`src/lafp_pkg.sv`:
```
// shared types and constants of the lifetime-aware first-fit packer
package lafp_pkg;

    // request kinds carried on the input tuser bit
    localparam logic OP_RESERVE = 1'b0;
    localparam logic OP_CLEAR   = 1'b1;

    // result status codes
    localparam logic [1:0] ST_OK       = 2'd0;
    localparam logic [1:0] ST_FULL     = 2'd1;
    localparam logic [1:0] ST_OVERFLOW = 2'd2;

    // fixed field widths of the stream payloads
    localparam int BYTES_W     = 32;
    localparam int ALIGN_W     = 5;
    localparam int OFFSET_W    = 32;
    localparam int STATUS_W    = 2;
    localparam int S_TDATA_W   = 56;
    localparam int M_TDATA_W   = 72;

    // sequencer states
    typedef enum logic [6:0] {
        S_IDLE   = 7'b0000001,
        S_START  = 7'b0000010,
        S_SCAN   = 7'b0000100,
        S_DECIDE = 7'b0001000,
        S_FETCH  = 7'b0010000,
        S_CALC   = 7'b0100000,
        S_TEST   = 7'b1000000
    } state_t;

    // commands from the sequencer to the datapath
    typedef struct packed {
        logic load;
        logic start_zero;
        logic scan_step;
        logic decide;
        logic fetch;
        logic calc;
        logic test_start;
        logic finish;
    } cmd_t;

    // status from the datapath to the sequencer
    typedef struct packed {
        logic clear_req;
        logic full;
        logic scan_done;
        logic j_more;
        logic skip;
        logic out_free;
    } sts_t;

endpackage

```
`src/lafp_ctrl.sv`:
```
// sequencer of the packer: candidate walk and collision scan control
module lafp_ctrl import lafp_pkg::*; (
    input  logic aclk,
    input  logic aresetn,
    input  logic s_tvalid,
    output logic s_tready,
    input  sts_t sts,
    output cmd_t cmd,
    output logic finishing
);

    state_t state_reg, state_next;
    logic   fin_reg, fin_next;

    // state register
    always_ff @(posedge aclk) begin
        if (!aresetn) begin
            state_reg <= S_IDLE;
            fin_reg   <= 1'b0;
        end else begin
            state_reg <= state_next;
            fin_reg   <= fin_next;
        end
    end

    assign s_tready  = (state_reg == S_IDLE) && !fin_reg;
    assign finishing = fin_reg;

    // next state and commands
    always_comb begin
        state_next = state_reg;
        fin_next   = fin_reg;
        cmd        = '0;
        if (fin_reg) begin
            // result waits for a free output slot
            if (sts.out_free) begin
                cmd.finish = 1'b1;
                fin_next   = 1'b0;
                state_next = S_IDLE;
            end
        end else begin
            case (state_reg)
                S_IDLE: begin
                    if (s_tvalid) begin
                        cmd.load   = 1'b1;
                        state_next = S_START;
                    end
                end
                S_START: begin
                    if (sts.clear_req || sts.full) begin
                        fin_next = 1'b1;
                    end else begin
                        cmd.start_zero = 1'b1;
                        state_next     = S_SCAN;
                    end
                end
                S_SCAN: begin
                    cmd.scan_step = 1'b1;
                    if (sts.scan_done) begin
                        state_next = S_DECIDE;
                    end
                end
                S_DECIDE: begin
                    cmd.decide = 1'b1;
                    if (sts.j_more) begin
                        state_next = S_FETCH;
                    end else begin
                        fin_next = 1'b1;
                    end
                end
                S_FETCH: begin
                    cmd.fetch  = 1'b1;
                    state_next = S_CALC;
                end
                S_CALC: begin
                    cmd.calc   = 1'b1;
                    state_next = S_TEST;
                end
                S_TEST: begin
                    if (!sts.skip) begin
                        cmd.test_start = 1'b1;
                        state_next     = S_SCAN;
                    end else if (sts.j_more) begin
                        state_next = S_FETCH;
                    end else begin
                        fin_next = 1'b1;
                    end
                end
                default: begin
                    state_next = S_IDLE;
                end
            endcase
        end
    end

endmodule

```
`src/lafp_dp.sv`:
```
// datapath of the packer: region table, candidate and collision logic, result register
module lafp_dp import lafp_pkg::*; #(
    parameter int MAX_REGIONS = 16,
    parameter int ADDR_BITS   = 32,
    parameter int PASS_BITS   = 8
) (
    input  logic                 aclk,
    input  logic                 aresetn,
    input  logic [S_TDATA_W-1:0] s_tdata,
    input  logic                 s_tuser,
    input  cmd_t                 cmd,
    output sts_t                 sts,
    output logic                 m_tvalid,
    input  logic                 m_tready,
    output logic [M_TDATA_W-1:0] m_tdata
);

    localparam int IW = $clog2(MAX_REGIONS);
    localparam int CNT_W = IW + 1;
    localparam int CW = ((ADDR_BITS > 32) ? ADDR_BITS : 32) + 1;
    localparam int EW = CW + 1;
    localparam logic [EW-1:0] LIMIT = (EW'(1) << ADDR_BITS) - EW'(1);
    localparam logic [CNT_W-1:0] MAX_CNT = CNT_W'(MAX_REGIONS);

    // region table
    logic [ADDR_BITS-1:0] mem_off   [MAX_REGIONS];
    logic [ADDR_BITS-1:0] mem_end   [MAX_REGIONS];
    logic [PASS_BITS-1:0] mem_first [MAX_REGIONS];
    logic [PASS_BITS-1:0] mem_last  [MAX_REGIONS];

    logic [ADDR_BITS-1:0] rd_off_reg, rd_end_reg;
    logic [PASS_BITS-1:0] rd_first_reg, rd_last_reg;

    // request registers
    logic                 clear_reg;
    logic [BYTES_W-1:0]   bytes_reg;
    logic [ALIGN_W-1:0]   alog_reg;
    logic [PASS_BITS-1:0] first_reg, last_reg;

    // control state of the datapath
    logic [CNT_W-1:0]     count_reg, k_reg, j_reg;
    logic                 pending_reg, coll_reg, found_reg, hit_j_reg;
    logic [CW-1:0]        cand_reg, best_reg;
    logic [EW-1:0]        cand_end_reg;
    logic [ADDR_BITS-1:0] size_reg;
    logic                 m_tvalid_reg;
    logic [M_TDATA_W-1:0] m_tdata_reg;

    logic                 rd_en;
    logic [CNT_W-1:0]     rd_addr;
    logic                 life_hit, scan_hit, k_more;
    logic [CW-1:0]        mask, cand_calc, best_final;
    logic [EW-1:0]        total;
    logic                 ovf;
    logic [OFFSET_W-1:0]  res_off, res_hw;
    logic [STATUS_W-1:0]  res_st;

    // lifetime overlap against the entry just read
    assign life_hit = (rd_first_reg <= last_reg) && (first_reg <= rd_last_reg);
    assign scan_hit = life_hit && (cand_reg < CW'(rd_end_reg))
                    && (EW'(rd_off_reg) < cand_end_reg);
    assign k_more   = (k_reg < count_reg);

    // table read address
    assign rd_en   = (cmd.scan_step && k_more) || cmd.fetch;
    assign rd_addr = cmd.fetch ? j_reg : k_reg;

    // aligned end of the fetched region
    assign mask      = (CW'(1) << alog_reg) - CW'(1);
    assign cand_calc = (CW'(rd_end_reg) + mask) & ~mask;

    // final placement and range check
    assign best_final = found_reg ? best_reg : '0;
    assign total      = EW'(best_final) + EW'(bytes_reg);
    assign ovf        = (total > LIMIT);

    // table memory
    always_ff @(posedge aclk) begin
        if (rd_en) begin
            rd_off_reg   <= mem_off[rd_addr[IW-1:0]];
            rd_end_reg   <= mem_end[rd_addr[IW-1:0]];
            rd_first_reg <= mem_first[rd_addr[IW-1:0]];
            rd_last_reg  <= mem_last[rd_addr[IW-1:0]];
        end
        if (cmd.finish && !clear_reg && (count_reg < MAX_CNT) && !ovf) begin
            mem_off[count_reg[IW-1:0]]   <= best_final[ADDR_BITS-1:0];
            mem_end[count_reg[IW-1:0]]   <= total[ADDR_BITS-1:0];
            mem_first[count_reg[IW-1:0]] <= first_reg;
            mem_last[count_reg[IW-1:0]]  <= last_reg;
        end
    end

    // request capture and candidate registers
    always_ff @(posedge aclk) begin
        if (cmd.load) begin
            clear_reg <= s_tuser;
            bytes_reg <= s_tdata[31:0];
            alog_reg  <= s_tdata[36:32];
            first_reg <= PASS_BITS'(s_tdata[44:37]);
            last_reg  <= PASS_BITS'(s_tdata[52:45]);
        end
        if (cmd.start_zero) begin
            cand_reg     <= '0;
            cand_end_reg <= EW'(bytes_reg);
        end
        if (cmd.calc) begin
            cand_reg  <= cand_calc;
            hit_j_reg <= life_hit;
        end
        if (cmd.test_start) begin
            cand_end_reg <= EW'(cand_reg) + EW'(bytes_reg);
        end
        if (cmd.decide && !coll_reg) begin
            best_reg <= cand_reg;
        end
    end

    // counters, flags and table size
    always_ff @(posedge aclk) begin
        if (!aresetn) begin
            count_reg   <= '0;
            size_reg    <= '0;
            k_reg       <= '0;
            j_reg       <= '0;
            pending_reg <= 1'b0;
            coll_reg    <= 1'b0;
            found_reg   <= 1'b0;
        end else begin
            if (cmd.start_zero || cmd.test_start) begin
                k_reg       <= '0;
                pending_reg <= 1'b0;
                coll_reg    <= 1'b0;
            end
            if (cmd.start_zero) begin
                j_reg     <= '0;
                found_reg <= 1'b0;
            end
            if (cmd.scan_step) begin
                pending_reg <= k_more;
                if (k_more) begin
                    k_reg <= k_reg + CNT_W'(1);
                end
                if (pending_reg && scan_hit) begin
                    coll_reg <= 1'b1;
                end
            end
            if (cmd.decide && !coll_reg) begin
                found_reg <= 1'b1;
            end
            if (cmd.fetch) begin
                j_reg <= j_reg + CNT_W'(1);
            end
            if (cmd.finish) begin
                if (clear_reg) begin
                    count_reg <= '0;
                    size_reg  <= '0;
                end else if ((count_reg < MAX_CNT) && !ovf) begin
                    count_reg <= count_reg + CNT_W'(1);
                    if (total > EW'(size_reg)) begin
                        size_reg <= total[ADDR_BITS-1:0];
                    end
                end
            end
        end
    end

    // result fields
    always_comb begin
        res_off = '0;
        res_hw  = OFFSET_W'(size_reg);
        res_st  = ST_OK;
        if (clear_reg) begin
            res_hw = '0;
        end else if (count_reg >= MAX_CNT) begin
            res_st = ST_FULL;
        end else if (ovf) begin
            res_st = ST_OVERFLOW;
        end else begin
            res_off = best_final[OFFSET_W-1:0];
            if (total > EW'(size_reg)) begin
                res_hw = OFFSET_W'(total);
            end
        end
    end

    // output register
    always_ff @(posedge aclk) begin
        if (!aresetn) begin
            m_tvalid_reg <= 1'b0;
        end else if (cmd.finish) begin
            m_tvalid_reg <= 1'b1;
        end else if (m_tready) begin
            m_tvalid_reg <= 1'b0;
        end
        if (cmd.finish) begin
            m_tdata_reg <= {6'd0, res_st, res_hw, res_off};
        end
    end

    assign m_tvalid = m_tvalid_reg;
    assign m_tdata  = m_tdata_reg;

    // status to the sequencer
    always_comb begin
        sts.clear_req = clear_reg;
        sts.full      = (count_reg >= MAX_CNT);
        sts.scan_done = !k_more && !pending_reg;
        sts.j_more    = (j_reg < count_reg);
        sts.skip      = !hit_j_reg || (found_reg && (cand_reg >= best_reg));
        sts.out_free  = !m_tvalid_reg || m_tready;
    end

endmodule

```
`src/lifetime_aware_first_fit_packer_unit.sv`:
```
// a request scans the whole table for offset 0, then fetches each stored region in turn and scans again
// for a live-overlapping region whose aligned end beats the lowest offset found so far
// each scan reads the table one entry a cycle through a single read port; clear and
// full-table requests go straight from the start state to the result with no scan
// one item at a time: the next transfer is taken the cycle after the result is written
// reset (aresetn low, synchronous) empties the table and zeroes the high-water size
module lifetime_aware_first_fit_packer_unit import lafp_pkg::*; #(
    parameter int MAX_REGIONS = 16,
    parameter int ADDR_BITS   = 32,
    parameter int PASS_BITS   = 8
) (
    input  logic                 aclk,
    input  logic                 aresetn,
    input  logic                 s_tvalid,
    output logic                 s_tready,
    // req_bytes[31:0], align_log2[36:32], life_start[44:37], life_end[52:45]
    input  logic [S_TDATA_W-1:0] s_tdata,
    // opcode[0]
    input  logic                 s_tuser,
    output logic                 m_tvalid,
    input  logic                 m_tready,
    // offset[31:0], high_water[63:32], status[65:64]
    output logic [M_TDATA_W-1:0] m_tdata
);

    cmd_t cmd;
    sts_t sts;
    logic finishing;

    // sequencer
    lafp_ctrl u_ctrl (
        .aclk      (aclk),
        .aresetn   (aresetn),
        .s_tvalid  (s_tvalid),
        .s_tready  (s_tready),
        .sts       (sts),
        .cmd       (cmd),
        .finishing (finishing)
    );

    // datapath
    lafp_dp #(
        .MAX_REGIONS (MAX_REGIONS),
        .ADDR_BITS   (ADDR_BITS),
        .PASS_BITS   (PASS_BITS)
    ) u_dp (
        .aclk     (aclk),
        .aresetn  (aresetn),
        .s_tdata  (s_tdata),
        .s_tuser  (s_tuser),
        .cmd      (cmd),
        .sts      (sts),
        .m_tvalid (m_tvalid),
        .m_tready (m_tready),
        .m_tdata  (m_tdata)
    );

`ifndef SYNTHESIS
    // commands are mutually exclusive
    a_cmd_onehot: assert property (@(posedge aclk) disable iff (!aresetn)
        $onehot0(cmd)) else $error("more than one datapath command");

    // one item in flight
    a_one_item: assert property (@(posedge aclk) disable iff (!aresetn)
        (s_tvalid && s_tready) |=> !s_tready) else $error("second item taken while busy");

    // a result is only written into a free output slot
    a_finish_free: assert property (@(posedge aclk) disable iff (!aresetn)
        cmd.finish |-> (finishing && sts.out_free)) else $error("result overwrote output");

    // a written result shows up on the output
    a_finish_out: assert property (@(posedge aclk) disable iff (!aresetn)
        cmd.finish |=> m_tvalid) else $error("result lost");
`endif

endmodule

```
`config.mk`:
```
export PLATFORM = sky130hd
export DESIGN_NAME = lifetime_aware_first_fit_packer_unit
export DESIGN_NICKNAME = d
export VERILOG_FILES = /design/src/lafp_pkg.sv /design/src/lafp_ctrl.sv /design/src/lafp_dp.sv /design/src/lifetime_aware_first_fit_packer_unit.sv
export SDC_FILE = /design/constraint.sdc
export NUM_CORES = 2
export LEC_CHECK = 0
export BUFFER_PORTS_ARGS = -buffer_cell sky130_fd_sc_hd__clkbuf_2
export CORE_MARGIN = 2
export CORE_UTILIZATION = 40
export CTS_CLUSTER_SIZE = 20
export DETAILED_ROUTE_END_ITERATION = 8
export MAX_ROUTING_LAYER = met4
export SYNTH_ARGS = -nofsm -noshare
export SYNTH_HDL_FRONTEND = slang
export SYNTH_SLANG_ARGS = --single-unit
```
`constraint.sdc`:
```
create_clock -name aclk -period 11.3 [get_ports aclk]
set_input_delay 0.565 -clock aclk [delete_from_list [all_inputs] [get_ports aclk]]
set_output_delay 0.565 -clock aclk [all_outputs]
set_load 0.02 [all_outputs]
```
### Word level (Yosys, flattened, before mapping)

Memories as Yosys holds them, arrays and structs flattened. A register that Yosys moved wholly into a read port is not among the register bits.
Cells that the tools add are included.

* register bits after elaboration: 280
* RAM bits: 1280
* logic and storage cells: 153
* memories: 4

Memory list
* u_dp.mem_end: depth 16, width 32, rd ports 1, clocked after memory_dff 1, wr ports 1, line lafp_dp.sv:27 `logic [ADDR_BITS-1:0] mem_end [MAX_REGIONS];`
* u_dp.mem_off: depth 16, width 32, rd ports 1, clocked after memory_dff 1, wr ports 1, line lafp_dp.sv:26 `logic [ADDR_BITS-1:0] mem_off [MAX_REGIONS];`
* u_dp.mem_first: depth 16, width 8, rd ports 1, clocked after memory_dff 1, wr ports 1, line lafp_dp.sv:28 `logic [PASS_BITS-1:0] mem_first [MAX_REGIONS];`
* u_dp.mem_last: depth 16, width 8, rd ports 1, clocked after memory_dff 1, wr ports 1, line lafp_dp.sv:29 `logic [PASS_BITS-1:0] mem_last [MAX_REGIONS];`

* add/subtract/negate cells: 7
* order comparisons: 11
* equal/unequal tests: 11
* shift-type cells: 1
* muxes and demuxes: 58
* bitwise gates (word level): 2
* reduce and logical (&&, ||, !) cells: 37

Operator list (count)
* 2-to-1 mux 32 bit: 5
* 2-to-1 mux 33 bit: 3
* adder 33 x 32 -> 34 bit: 2
* 2-to-1 mux 34 bit: 2
* 2-to-1 mux 7 bit: 8
* case mux 7 bit (7 select lines): 1
* 2-to-1 mux 5 bit: 7
* > comparator 34 x 32 -> 1 bit: 1
* > comparator 34 x 32 -> 1 bit, second input constant: 1
* less-than comparator 32 x 34 -> 1 bit: 1
* adder 32 x 33 -> 33 bit: 1
* AND 33 bit: 1
* >= comparator 33 bit: 1
* less-than comparator 33 x 32 -> 1 bit: 1
* NOT 33 bit: 1
* left shift 1 x 5 -> 33 bit, first input constant: 1
* subtractor 33 x 2 -> 33 bit, second input constant: 1
* 2-to-1 mux 1 bit: 29
* <= comparator 8 bit: 2
* adder 5 x 1 -> 5 bit, second input constant: 3
* nonzero test 2 bit: 7
* logical AND 1 bit: 13
* less-than comparator 5 bit: 2
* inequality test 3 x 2 -> 1 bit, second input constant: 3
* 19 further kinds: 30

### Longest topological paths before layout

* depth after elaboration: 10
* depth in mapped cells: 24
* depth with buffers taken out: 21

### Cells and area by module

From an unflattened synthesis, not the netlist that was laid out.

* cells, all modules: 4441
* area total of the unflattened synthesis: 71594.9 sq um

Modules (own cells, without submodules)
* lafp_dp: instances 1, cells an instance 4363, area each 70916.8 sq um, seq. area each 48496.5 sq um
* lafp_ctrl: instances 1, cells an instance 78, area each 678.2 sq um, seq. area each 160.2 sq um

### Worst setup path before layout

No wires, ideal clock.

* path type: register -> register
* start: register u_dp.found_reg
* end: memory u_dp.mem_end[3][0] (enable)
* setup time: 617 ps
* arrival: 8773 ps
* required time: 10683 ps
* path slack: 1910 ps
* cell stages (with the launch flop): 15
* path buffers: 2
* path through: dfxtp_1 -> inv_1 -> buf_1 -> nor2_1 -> ha_1 -> buf_2 -> a21o_1 -> a21o_1 -> a41o_1 -> or3_1 -> o21ai_1 -> o211ai_4 -> nor4_4 -> nand2_1 -> nor3_1

* cells in the longest elaborated chain, start to end: 7

RTL lines
* from (decl): line lafp_dp.sv:42 `logic pending_reg, coll_reg, found_reg, hit_j_reg;`
* from (signal assigned): line lafp_dp.sv:127 `found_reg <= 1'b0;`
* from (signal assigned): line lafp_dp.sv:136 `found_reg <= 1'b0;`
* from (signal assigned): line lafp_dp.sv:148 `found_reg <= 1'b1;`
* 2-to-1 mux 33 bit: line lafp_dp.sv:73 `assign best_final = found_reg ? best_reg : '0;`
* named net u_dp.best_final[12]: line lafp_dp.sv:52 `logic [CW-1:0] mask, cand_calc, best_final;`
* adder 33 x 32 -> 34 bit: line lafp_dp.sv:74 `assign total = EW'(best_final) + EW'(bytes_reg);`
* > comparator 34 x 32 -> 1 bit: line lafp_dp.sv:75 `assign ovf = (total > LIMIT);`
* logical NOT 1 bit: line lafp_dp.sv:85 `if (cmd.finish && !clear_reg && (count_reg < MAX_CNT) && !ovf) begin`
* logical AND 1 bit: line lafp_dp.sv:85
* 2-to-1 mux 1 bit: line lafp_dp.sv:85
* 2-to-1 mux 1 bit (not written as such): line lafp_dp.sv:87 `mem_end[count_reg[IW-1:0]] <= total[ADDR_BITS-1:0];`
* to (decl): line lafp_dp.sv:27

The timed path passes the listed nets, and every way through them passes these cells.

### Worst setup path in the final report

* start: register u_dp.found_reg
* end: register u_dp.size_reg[5]

* cells in the longest elaborated chain, start to end: 7
* elaborated cells on any way between the ends: 11

RTL lines
* 2-to-1 mux 33 bit *: line lafp_dp.sv:73
* named net u_dp.best_final[1]: line lafp_dp.sv:52
* adder 33 x 32 -> 34 bit *: line lafp_dp.sv:74
* named net u_dp.total[27]: line lafp_dp.sv:53 `logic [EW-1:0] total;`
* > comparator 34 x 32 -> 1 bit: line lafp_dp.sv:75
* logical NOT 1 bit: line lafp_dp.sv:157 `end else if ((count_reg < MAX_CNT) && !ovf) begin`
* logical AND 1 bit: line lafp_dp.sv:157
* nonzero test 2 bit (no line)
* AND reduction 2 bit (no line)
* to (signal assigned): line lafp_dp.sv:160 `size_reg <= total[ADDR_BITS-1:0];`
* to (decl): line lafp_dp.sv:45 `logic [ADDR_BITS-1:0] size_reg;`

The timed path passes the listed nets; every way through them passes the cells marked *. The select of a mux whose other input is x is not followed.
A chain may end at the register's enable or synchronous reset.

==> run_results.csv <==
group,metric,value,unit
run_status,status,"complete, no violations",
routing,drtIter0Drc,3298,
logic_synthesis,synth_ff_type,"edfxtp_1",
routing,dr.pass1.iters,7,
die,initial_core_util,0.402,
die,chipHeight,424,um
global_routing,gr-usage-all-layers,0.204,
worst_setup_path,arrival,8.35,ns
timing,setup_viol_count_final,0,
die,die_w,424,um
worst_setup_path,max_stage_delay,1.00,ns
global_routing,grt_pass1_vias,39400,
logic_synthesis,synthArstFlopShare,0,
hold_path,worstHoldPathCells,1,
finish,area_growth_syn_to_layout,13.3,%
global_routing,antenna_found_initial,2,
logic_synthesis,syn-instance-count,4264,
worst_setup_path,cp_data_required_time,12.05,ns
clock_tree,clock_latency,0.82,ns
worst_setup_path,path_common_cell,"buf_4",
logic_synthesis,yosysWarnings,0,
die,coreArea,176000,um^2
logic_synthesis,synth_edf_count,1581,
power_and_ir_drop,p_leak,0.0280,uW
routing,via_per_inst,5.55,
clock_tree,ctsHtreeMaxLevel,4,
logic_synthesis,ys_seq_area_frac,0.689,
die,die_area,180000,um^2
logic_synthesis,synth_top_cell_by_area,"edfxtp_1",
placed_design,io_buffers,125,
worst_setup_path,cp-start-kind,"flip-flop",
finish,fin_nets,4829,
timing,finalMaxSlewViolations,0,
worst_setup_path,crit_family,"compound AO/OA/AOI/OAI gates",
clock_tree,cts.sinks,1640,
run,maxCapViolCount,0,
logic_synthesis,synth_area_per_cell,16.6,um^2
worst_setup_path,cp_max_fo,33,
routing,wirelength,178,mm
worst_setup_path,path_cells,"inv_1 -> buf_4 -> nor2_1 -> ha_1 -> a211oi_2 -> o211ai_1 -> o211ai_1 -> a211oi_1 -> o21ai_0 -> o31ai_1 -> a31oi_1 -> xnor2_2 -> buf_4 -> ha_1 -> a211oi_1 -> o21ai_0 -> a2111oi_0 -> a21oi_1 -> nor3b_2 -> buf_4 -> o31ai_4 -> buf_4 -> a22o_1",
timing,finalCritPeriodShare,0.673,
placed_design,place_hpwl,107,mm
timing,period_needed,7.60,ns
clock_tree,cts_made_buffers,167,
placed_design,gp_congestion,0.894,
clock_tree,path_clk_slew,0.06,ns
global_routing,grt_pass1_wl,262,mm
routing,final_antenna_net_count,0,
timing,final_hold_viol_count,0,
routing,drt-wirelength-per-cell,25.5,um
worst_setup_path,crit_type,"flip-flop to flip-flop",
timing,fmax,132,MHz
logic_synthesis,ys_types,80,
worst_setup_path,endpoint_kind,"flip-flop",
timing,fin_tns_setup,0,ns
timing,fin_skew,0.0407,ns
logic_synthesis,synth_common_cells,"1,581 x edfxtp_1, 320 x mux4_2, 299 x nand2_1, 253 x ha_1, 190 x inv_1",
clock_tree,cts-root-buf,"clkbuf_16",
die,io_pins,135,
clock_tree,cts_tree,"yes",
finish,drive_gt1_frac,0.181,
worst_setup_path,cpMaxStageDelayCell,"nor2_1",
routing,route.detailed.drc,0,
worst_setup_path,path_buf_inv,5,
clock_tree,cts_resized,0,
logic_synthesis,synth_top_area_share,0.672,
timing,worst_pin_slew,1.27,ns
global_routing,grt_max_degree,112,
clock_tree,max-clock-path-buffers,3,
logic_synthesis,synth.most_common_cell,"edfxtp_1",
worst_setup_path,cp.depth,23,
timing,rsz0062_at_grt,"no",
finish,fin_util,0.455,
power_and_ir_drop,power,14100,uW
logic_synthesis,synthTopCellsByArea,"edfxtp_1 67%, mux4_2 10%, ha_1 4.5%, dfxtp_1 1.7%, nand2_1 1.6%",
timing,max_slew_margin,0.151,
power_and_ir_drop,vdd_ir_drop_max,134,uV
hold_path,hold_path.class,"input port to flip-flop",
power_and_ir_drop,pwr_density_cell,176,nW/um^2
die,rows,154,
worst_setup_path,reg2reg_depth,23,
global_routing,grt.overflow.total,0,
logic_synthesis,synthesis.area,70600,um^2
routing,vias,38800,
logic_synthesis,synth_seq_cells,1640,
[cell families (layout without fill, tap and decap cells)]
| family | after synthesis | count (layout) | share of synthesized area |
|---|---|---|---|
| compound gates | 726 | 726 | 0.0680 |
| simple gates | 821 | 821 | 0.0559 |
| buf+inv | 385 | 760 | 0.0240 |
| flops | 1640 | 1640 | 0.689 |
| xor+xnor | 78 | 78 | 0.00968 |
| mux | 357 | 357 | 0.107 |
| other cells | 1 | 10 | 0.0000531 |
| fa+ha+maj | 256 | 256 | 0.0457 |
[where the power goes]
group          internal, uW  leakage [uW]  switching, uW
Combinational           542        0.0105            980
Sequential             6930        0.0149            179
Clock                  3080       0.00260           2350
[final timing paths]
check	from	to	slack [ns]
setup / recovery	u_dp.found_reg$_SDFFE_PN0P_	u_dp.size_reg[5]$_SDFFE_PN0P_	3.70
hold / removal	s_tdata[33]	u_dp.alog_reg[1]$_DFFE_PP_	0.06
setup reg to reg	u_dp.found_reg$_SDFFE_PN0P_	u_dp.size_reg[5]$_SDFFE_PN0P_	3.70
hold reg to reg	u_dp.pending_reg$_SDFFE_PN0P_	u_dp.pending_reg$_SDFFE_PN0P_	0.47
[through the flow]
| stage | hold WS [ns] | setup WS [ns] | cell area (um^2) | cells |
|---|---|---|---|---|
| floorplan | 0.438 | 1.91 | 70600 | 4270 |
| global placement | 0.455 | 3.78 | 74200 | 6637 |
| detailed placement | 0.458 | 3.66 | 74200 | 6637 |
| CTS | 0.00469 | 3.60 | 80000 | 6985 |
| global route | 0.00711 | 3.02 | 80000 | 6986 |
| finish | 0.0612 | 3.70 | 80000 | 6988 |
[cell usage in the layout, fill, tap and decap left out, types with 8 or more instances in the layout]
master / count
edfxtp_1: 1581
mux4_2: 320
nand2_1: 297
ha_1: 253
inv_1: 188
clkbuf_16: 170
nor2_1: 155
a21oi_1: 151
clkbuf_2: 125
o21ai_0: 122
a31oi_1: 96
and2_1: 95
a211oi_1: 94
buf_4: 93
a21o_1: 87
nor3_1: 67
dfxtp_1: 59
dlygate4sd3_1: 46
xnor2_1: 41
nand4_1: 37
a22o_1: 34
clkbuf_1: 34
nand3_1: 33
xor2_1: 32
mux2i_1: 32
clkinv_1: 32
nand2b_1: 26
nor2b_1: 25
o21a_1: 24
clkinv_2: 18
and3_1: 15
o21bai_1: 14
o211ai_1: 12
a2111oi_0: 11
inv_6: 11
bufinv_16: 10
clkbuf_8: 10
nor2_4: 8
clkinvlp_4: 8
[worst register-to-register path, stage by stage, from the launching register on]
cell	delay, ns
dfxtp_1	0.32
inv_1	0.20
buf_4	0.33
nor2_1	1.01
ha_1	0.32
a211oi_2	0.09
o211ai_1	0.23
o211ai_1	0.19
a211oi_1	0.51
o21ai_0	0.28
o31ai_1	0.55
a31oi_1	0.22
xnor2_2	0.16
buf_4	0.29
ha_1	0.32
a211oi_1	0.21
o21ai_0	0.17
a2111oi_0	0.44
a21oi_1	0.27
nor3b_2	0.23
buf_4	0.31
o31ai_4	0.28
buf_4	0.37
a22o_1	0.23
[metal layers]
metal	track usage	routed length [um]	share of wire
met4	0.0692	5870	0.033
met3	0.0262	8880	0.050
met5	-	0	0
met1	0.267	75900	0.43
met2	0.330	87300	0.49
[cell type report]
class,count,area (um^2)
Clock buffer,214,4520
Clock inverter,88,847
Sequential cell,1640,48700
Fill cell,15200,95700
Tap cell,2340,2930
Timing Repair Buffer,268,1860
Antenna cell,3,7.51
Multi-Input combinational cell,2245,20500
Inverter,190,717
[what timing repair did]
item	in CTS	in global routing
hold buffers	46	0
hold endpoints to repair	46	0
setup buffers	0	0
(Power assumes the default switching activity.)
